<file path="src/sv/fca_pkg.sv">
package fca_pkg;

    localparam int NUM_ELEM        = 4;
    localparam int FUSE_FACTOR_DEF = 4;
    localparam int ELEM_W          = 16;
    localparam int Y_W             = 32;
    localparam int PROD_W          = 2 * ELEM_W;
    localparam int CSUM_W          = PROD_W + 1;
    localparam int FRAC_W          = 15;
    localparam int RND_HALF        = 1 << (FRAC_W - 1);
    localparam int SEL_W           = 3;
    localparam int CFG_ADDR_W      = 5;
    localparam int CFG_DATA_W      = 32;

    localparam logic signed [ELEM_W-1:0] ALPHA_RE_RST     = 16'sh7FFF;
    localparam logic signed [ELEM_W-1:0] ALPHA_IM_RST     = 16'sh0000;
    localparam logic [SEL_W-1:0]         COLUMNS_USED_RST = 3'd4;

    // complex q1.15 value
    typedef struct packed {
        logic signed [ELEM_W-1:0] im;
        logic signed [ELEM_W-1:0] re;
    } cplx16_t;

    // the four partial products of one complex multiply
    typedef struct packed {
        logic signed [PROD_W-1:0] rr;
        logic signed [PROD_W-1:0] ii;
        logic signed [PROD_W-1:0] ri;
        logic signed [PROD_W-1:0] ir;
    } prod4_t;

    typedef struct packed {
        logic signed [CSUM_W-1:0] re;
        logic signed [CSUM_W-1:0] im;
    } csum_t;

    typedef struct packed {
        logic signed [ELEM_W-1:0] alpha_re;
        logic signed [ELEM_W-1:0] alpha_im;
        logic                     conj_a;
        logic                     conj_x;
        logic [SEL_W-1:0]         columns_used;
    } cfg_t;

    // s is the stored factor, a the operand that may be conjugated later
    function automatic prod4_t cmul_prod(cplx16_t s, cplx16_t a);
        prod4_t p;
        p.rr = PROD_W'(s.re) * PROD_W'(a.re);
        p.ii = PROD_W'(s.im) * PROD_W'(a.im);
        p.ri = PROD_W'(s.re) * PROD_W'(a.im);
        p.ir = PROD_W'(s.im) * PROD_W'(a.re);
        return p;
    endfunction

    // s * a, or s * conj(a) when conj is set
    function automatic csum_t cmul_combine(prod4_t p, logic conj);
        csum_t r;
        if (conj)
        begin
            r.re = CSUM_W'(p.rr) + CSUM_W'(p.ii);
            r.im = CSUM_W'(p.ir) - CSUM_W'(p.ri);
        end
        else
        begin
            r.re = CSUM_W'(p.rr) - CSUM_W'(p.ii);
            r.im = CSUM_W'(p.ri) + CSUM_W'(p.ir);
        end
        return r;
    endfunction

endpackage

</file>
<file path="src/sv/fca_cfg_regs.sv">
module fca_cfg_regs
    import fca_pkg::*;
(
    input  logic                  clk,
    input  logic                  rst_n,
    input  logic                  psel,
    input  logic                  penable,
    input  logic                  pwrite,
    input  logic [CFG_ADDR_W-1:0] paddr,
    input  logic [CFG_DATA_W-1:0] pwdata,
    output logic [CFG_DATA_W-1:0] prdata,
    output logic                  pready,
    output cfg_t                  cfg
);

    typedef enum logic [2:0] {
        REG_ALPHA_RE     = 3'd0,
        REG_ALPHA_IM     = 3'd1,
        REG_CONJ_A       = 3'd2,
        REG_CONJ_X       = 3'd3,
        REG_COLUMNS_USED = 3'd4
    } reg_idx_t;

    cfg_t     cfg_reg;
    cfg_t     cfg_next;
    reg_idx_t idx;
    logic     wr_en;

    assign pready = 1'b1;
    assign idx    = reg_idx_t'(paddr[CFG_ADDR_W-1:2]);
    assign wr_en  = psel && penable && pwrite && pready;
    assign cfg    = cfg_reg;

    always_comb
    begin
        cfg_next = cfg_reg;
        if (wr_en)
        begin
            case (idx)
                REG_ALPHA_RE:     cfg_next.alpha_re     = pwdata[ELEM_W-1:0];
                REG_ALPHA_IM:     cfg_next.alpha_im     = pwdata[ELEM_W-1:0];
                REG_CONJ_A:       cfg_next.conj_a       = pwdata[0];
                REG_CONJ_X:       cfg_next.conj_x       = pwdata[0];
                REG_COLUMNS_USED: cfg_next.columns_used = pwdata[SEL_W-1:0];
                default:          cfg_next = cfg_reg;
            endcase
        end
    end

    always_comb
    begin
        case (idx)
            REG_ALPHA_RE:     prdata = CFG_DATA_W'(cfg_reg.alpha_re);
            REG_ALPHA_IM:     prdata = CFG_DATA_W'(cfg_reg.alpha_im);
            REG_CONJ_A:       prdata = CFG_DATA_W'(cfg_reg.conj_a);
            REG_CONJ_X:       prdata = CFG_DATA_W'(cfg_reg.conj_x);
            REG_COLUMNS_USED: prdata = CFG_DATA_W'(cfg_reg.columns_used);
            default:          prdata = '0;
        endcase
    end

    always_ff @(posedge clk or negedge rst_n)
    begin
        if (!rst_n)
        begin
            cfg_reg.alpha_re     <= ALPHA_RE_RST;
            cfg_reg.alpha_im     <= ALPHA_IM_RST;
            cfg_reg.conj_a       <= 1'b0;
            cfg_reg.conj_x       <= 1'b0;
            cfg_reg.columns_used <= COLUMNS_USED_RST;
        end
        else
        begin
            cfg_reg <= cfg_next;
        end
    end

endmodule

</file>
<file path="config.mk">
export PLATFORM = sky130hd
export DESIGN_NAME = fca_cfg_regs
export DESIGN_NICKNAME = d
export VERILOG_FILES = /design/src/sv/fca_pkg.sv /design/src/sv/fca_cfg_regs.sv
export SDC_FILE = /design/constraint.sdc
export NUM_CORES = 1
export LEC_CHECK = 0
export ABC_AREA = 1
export BUFFER_PORTS_ARGS = -buffer_cell sky130_fd_sc_hd__buf_2
export CAP_MARGIN = 10
export CORE_ASPECT_RATIO = 1.25
export CORE_MARGIN = 2
export CORE_UTILIZATION = 25
export CTS_CLUSTER_DIAMETER = 60
export DETAILED_ROUTE_END_ITERATION = 16
export SLEW_MARGIN = 15
export SYNTH_ARGS = -nofsm -noshare
export SYNTH_HDL_FRONTEND = slang
export SYNTH_SLANG_ARGS = --single-unit
</file>
<file path="constraint.sdc">
create_clock -name clk -period 1.5 [get_ports clk]
set_input_delay 0.225 -clock clk [delete_from_list [all_inputs] [get_ports clk]]
set_output_delay 0.225 -clock clk [all_outputs]
set_load 0.1 [all_outputs]
</file>
==> summary.md, run 1 <==
| Metric | Value |
|---|---|
| Outcome | finished with violations |
| Failing checks | setup timing |
| Final nets | ~380 |
| Sequential group share of total power | 26.5% |
| Mapped cell area | roughly 1900 µm² |
| Met1 wire length | 2.22 mm |
| # rows | 35 |
| Clock root cell | clkbuf_8 |
| Final setup fails | 22 |
| Slew Viols, Final | 0 |
| Routed Antenna Nets | 0 |
| Min Hold Slack | between 0.15 and 0.2 ns |
| Clk_skew | 0 ns |
| Kind of critical path | flop to primary output |
| First-pass DRT Iterations | 4 |
| Reg2reg path depth | 3 |
| Logic pwr share | 60.1% |
| P&R area growth vs syn | 89.7% |
| Routed wl met3 | around 280 µm |
| Maximum clock rate | 606 MHz |
| Area of placed instances | ~3200 µm² |
| First-pass GRT wire length | just over 9 mm |
| Period utilization | 110% |
| Critical-path top delay cell | dfstp_4 |
| Critical Path RT | ~1.3 ns |
| Synth Register Bits | 37 |
| RR Endpoint | cfg[23] |
| Detailed Place HPWL | about 4.1 mm |
| Async S/R FF share, synth | 100% |
| Initial core utilization | about a quarter |
| Leak Pwr | around 1.7 nW |
| NetSw | roughly 3 mW |
| TritonCTS Buffers | 5 |
| Syn Inst Count | about 230 |
| H-tree depth | 2 |
| CP Launch Type | flop |
| Drt wl/cell | approximately 13 µm |
| CP Cell Sequence | inv_2, o211ai_1, buf_12 |
| Cell-internal power | 2.59 mW |
| Yosys top cell by area | dfrtp_1 |
| Uppermost routed layer | met4 |
| Clock share of power | between 10% and 20% |
| Fraction of the yosys area taken by sequential cells | approximately half |
| Drt drc | 0 |
| Worst min path class | input port to flop |
| # IOs | ~110 |
| Gr usage total | roughly 14% |
| Initial DRC count | 35 |
| WP data arrival | roughly 1.4 ns |
| Share of cells above drive strength 1 | just under 60% |
| Die Wd | between 80 and 90 µm |
| Final core utilization | ~50% |
| Dpl ws | -0.0405 ns |
| Critical Path Source | cfg[22] |
| Max Cap Viol | 0 |
| Vias in the first global route | 1875 |
| Final worst slack | -0.150 ns |
| Initial antenna violation count | 0 |
| Count leader, synth | nand2_1 |
| WHS Endpoint | cfg[27] |
| PortBufs | 92 |
| Register-to-Register Setup Slack | 0.55 ns |
| Hold_sp | pwdata[6] |
| DR vias/cell | 4.29 |
| Final Cell Area | around 3600 µm² |
| Cell Pwr Density | 1570 nW/µm² |
| Filler Cells Inserted | 700 |
| Max reg flops | 37 |
| Final Hold Vio Count | 0 |
| Die height | approximately 100 µm |
| CTS tree | built |
| Reg-to-Reg Start | cfg[23] |
| Netlist cell types | 21 |
| Clock Tree Buf Depth | 2 |
| Core area | around 7400 µm² |
| Syn avg cell area | just over 8 µm² |
| Pin count of the biggest net entering global routing | 38 |
| RSZ-0062 raised after global routing | true |
| Net Sw Frac | roughly 54% |
| Syn Nets | ~280 |
| VDD IR max | a little over 0.9 mV |
| Metal2 WL | a little under 3 mm |
| Largest stage delay on the critical path | a little over 0.6 ns |
| Post-synth EDFFs | 0 |
| Proportion of netlist area held by the largest area contributor | between 20 and 30% |
| Main area contributors after synthesis | dfrtp_1 28%, dfstp_2 22%, nand2_1 16% |
| Gpl congestion | 0.749 |
| YS warnings | 0 |
| Ys flop type | dfrtp_1 |
| Die Footprint | just over 8000 µm² |
| # clock sinks | 37 |
| Post-synth top cells | 81 x nand2_1, 26 x o21ai_1, 21 x dfrtp_1 |
| CP endpoint kind | primary output |
| Worst-skew pair later-pin latency | roughly 0.28 ns |
| Ant diodes | 0 |
| Gr ovfl total | 0 |
| Max FO, Critical Path | 2 |
| Tmin final | approximately 1.7 ns |
| Vias | 1861 |
| Hold depth | 3 |
| Clock transition at the registers of the reported paths | roughly 0.070 ns |
| Total Routed Length | about 5.5 mm |
[power by group through the flow]
stage	Combinational [mW]	Clock, mW	Sequential [mW]
3_3_place_gp	3.19	0	1.52
4_1_cts	3.34	0.785	1.49
2_1_floorplan	0.958	0	3.04
3_5_place_dp	3.21	0	1.52
5_1_grt	3.50	0.825	1.53
6_report	3.38	0.754	1.49
[through the flow]
step	cells	setup TNS, ns	total power, mW
floorplan	233	-20.49	3.99
global placement	408	-0.179	4.71
detailed placement	408	-0.481	4.73
CTS	428	-1.53	5.61
global route	434	-2.30	5.85
finish	434	-1.08	5.63
[per-layer routing]
layer  GRT usage [%]  vias up
met5               0        -
met4            4.10        0
met3            3.12        2
met2            24.6       56
met1            17.1      864
li1                -      939
[layout make-up]
cell class	count	area [µm²]	area share (%)
Multi-Input combinational cell	150	828	23.1
Clock buffer	7	96.3	2.69
Inverter	20	92.6	2.58
Timing Repair Buffer	127	1460	40.7
Sequential cell	37	987	27.5
Tap cell	92	115	3.21
Clock inverter	1	5.00	0.140
[cells by family (layout without fill, tap and decap cells)]
group	after synthesis	after routing	synth area share [%]
AOI/OAI and AO/OA	37	37	10.1
other	1	1	0.198
DFF	37	37	50.1
buffers and inverters	46	155	14.1
and+or+nand+nor	112	112	25.6
[cell usage in the layout, fill, tap and decap left out, drive strengths merged, types with 2 or more instances in the layout]
cell type / synthesis / final
nor3: 2 / 2
dfstp: 16 / 16
clkbuf: 0 / 11
nand4: 2 / 2
o21ai: 35 / 35
inv: 20 / 20
nand2: 83 / 83
buf: 26 / 122
nor2: 6 / 6
nand3: 19 / 19
dfrtp: 21 / 21
o211ai: 2 / 2
[how the worst max path moves through the flow]
stage | cells after the start | slack, ns | to
2_1_floorplan | 2 | -1.03 | prdata[2]
5_1_grt | 3 | -0.20 | prdata[1]
3_3_place_gp | 6 | -0.03 | prdata[1]
6_report | 3 | -0.15 | prdata[1]
3_5_place_dp | 6 | -0.04 | prdata[17]
4_1_cts | 3 | -0.19 | prdata[1]
[critical path: cells and delay by family (launching register included)]
family / cells / cell delay, ns
buffers and inverters: 2 / 0.25
flip-flops: 1 / 0.62
AO/OA/AOI/OAI: 1 / 0.27
[timing repair]
item | CTS | global route
setup endpoints to repair | 27 | 33
hold buffers | 1 | 0
endpoints found under the hold margin | 21 | 0
pin swaps | 7 | 12
setup buffers | 10 | 6
cloned | 1 | 1
gates resized for setup | 5 | 35
Power figures use the tool's default switching activity.
==> inputs of run 2 (changes only) <==
--- a/config.mk
+++ b/config.mk
@@ -13,6 +13,7 @@
 export CORE_UTILIZATION = 25
 export CTS_CLUSTER_DIAMETER = 60
 export DETAILED_ROUTE_END_ITERATION = 16
+export SKIP_CTS_REPAIR_TIMING = 1
 export SLEW_MARGIN = 15
 export SYNTH_ARGS = -nofsm -noshare
 export SYNTH_HDL_FRONTEND = slang
==> summary.md, run 2 (synthesized netlist as in run 1, its figures left out) <==
| Metric | Value |
|---|---|
| Outcome | finished with violations |
| Failing checks | setup timing |
| Final setup fails | 16 (-27%) |
| Filler Cells Inserted | 691 (-1.3%) |
| Initial antenna violation count | 0 (unchanged) |
| Period utilization | 111% (+1.5 points) |
| Worst min path class | input port to flop |
| Tmin final | 1.67 ns (+0.0220 ns) |
| Max reg flops | 37 (unchanged) |
| First-pass GRT wire length | 8.79 mm (-3.0%) |
| Initial core utilization | 25.7% (unchanged) |
| TritonCTS Buffers | 5 (unchanged) |
| Die Wd | 81.8 µm (unchanged) |
| # IOs | 112 (unchanged) |
| First-pass DRT Iterations | 4 (unchanged) |
| Share of cells above drive strength 1 | 57.3% (-1.5 points) |
| Final Cell Area | 3490 µm² (-2.5%) |
| Vias | 1844 (-0.91%) |
| Slew Viols, Final | 0 (unchanged) |
| Max Cap Viol | 0 (unchanged) |
| Cell-internal power | 2.55 mW (-1.9%) |
| Final worst slack | -0.172 ns (-0.0220 ns) |
| Pin count of the biggest net entering global routing | 38 (unchanged) |
| Kind of critical path | flop to primary output |
| Logic pwr share | 59.5% (-0.6 points) |
| Commonest non-fill, non-tap cell in the layout | nand2_1 |
| Net Sw Frac | 54.2% (+0.36 points) |
| Final nets | 376 (-1.8%) |
| Maximum clock rate | 598 MHz (-1.3%) |
| CP Launch Type | flop |
| Vias in the first global route | 1806 (-3.7%) |
| Final core utilization | 47.5% (-1.2 points) |
| CTS tree | built |
| Routed Antenna Nets | 0 (unchanged) |
| Total Routed Length | 5.44 mm (-0.91%) |
| Die height | 101 µm (unchanged) |
| # rows | 35 (unchanged) |
| Ant diodes | 0 (unchanged) |
| NetSw | 3.02 mW (-0.45%) |
| VDD IR max | 0.917 mV (-0.42%) |
| Max FO, Critical Path | 2 (unchanged) |
| Min Hold Slack | 0.156 ns (-0.0000890 ns) |
| DR vias/cell | 4.32 (+0.71%) |
| Gpl congestion | 0.749 (unchanged) |
| Core area | 7360 µm² (unchanged) |
| Detailed Place HPWL | 4.14 mm (unchanged) |
| CP endpoint kind | primary output |
| Drt drc | 0 (unchanged) |
| RSZ-0062 raised after global routing | true |
| Die Footprint | 8270 µm² (unchanged) |
| H-tree depth | 2 (unchanged) |
| Sequential group share of total power | 27.0% (+0.5 points) |
| Most frequent cells in the layout | 76 x nand2_1, 47 x buf_2, 46 x buf_12, 19 x buf_4, 17 x nand3_1 |
| Drt wl/cell | 12.7 µm (+0.71%) |
| WP data arrival | 1.45 ns (+0.02 ns) |
| P&R area growth vs syn | 84.8% |
| Final Hold Vio Count | 0 (unchanged) |
| Critical Path RT | 1.27 ns (about the same) |
| Clock transition at the registers of the reported paths | 0.07 ns (about the same) |
| Clk_skew | 0 ns (unchanged) |
| Gr ovfl total | 0 (unchanged) |
| Area of placed instances | 3220 µm² (unchanged) |
| Worst-skew pair later-pin latency | 0.28 ns (about the same) |
| Cell Pwr Density | 1590 nW/µm² (+1.5%) |
| Clock root cell | clkbuf_8 |
| Clock share of power | 13.6% (+0.2 points) |
| PortBufs | 92 (unchanged) |
| Gr usage total | 13.7% (-0.39 points) |
| Initial DRC count | 42 (+20%) |
| Clock Tree Buf Depth | 2 (unchanged) |
| Leak Pwr | 1.65 nW (-2.8%) |
| # clock sinks | 37 (unchanged) |
## run 2: metrics by stage
step / TNS, ns / power, mW / instances / setup slack [ns]
after floorplan: -20.49 / 3.99 / 233 / -1.03
after global placement: -0.179 / 4.71 / 408 / -0.0345
after detailed placement: -0.481 / 4.73 / 408 / -0.0405
after CTS: -1.48 / 5.51 / 416 / -0.205
after global routing: -2.04 / 5.78 / 427 / -0.224
final: -0.887 / 5.56 / 427 / -0.172
## run 2: final cells by class
type                            count  area, µm²  share of cell area (%)
Timing Repair Buffer              120       1380                    39.5
Tap cell                           92        115                    3.30
Multi-Input combinational cell    150        818                    23.4
Inverter                           20       90.1                    2.58
Sequential cell                    37        987                    28.3
Clock buffer                        7       96.3                    2.76
Clock inverter                      1       5.00                   0.143
## run 2: worst max-delay path, cell delays in order, from the launching register on
cell and delay [ns]:
dfstp_4 0.64, inv_2 0.04, o211ai_1 0.27, buf_12 0.22
## run 2: layer usage
layer,vias up,track usage (%),share of wire [%]
met5,-,0,0
met4,0,3.85,0.74
met3,2,3.03,5.5
met2,54,24.0,54
met1,862,16.7,40
li1,926,-,-
## run 2: power groups by stage
stage	clock (mW)	combinational, mW	sequential (mW)
CTS	0.785	3.21	1.51
global placement	0	3.19	1.52
finish	0.755	3.31	1.50
detailed placement	0	3.21	1.52
floorplan	0	0.958	3.04
global route	0.825	3.42	1.53
## run 2: worst paths after layout
| path | depth (start not counted) | end | from | slack, ns |
|---|---|---|---|---|
| setup / recovery | 3 | prdata[1] | cfg[22] | -0.17 |
| setup reg to reg | 2 | cfg[22] | cfg[22] | 0.60 |
| hold reg to reg | 2 | cfg[2] | cfg[2] | 0.49 |
| hold / removal | 3 | cfg[27] | pwdata[6] | 0.16 |
| max in group asynchronous | 3 | cfg[21] | rst_n | 0.81 |
| min in group asynchronous | 3 | cfg[18] | rst_n | 0.43 |
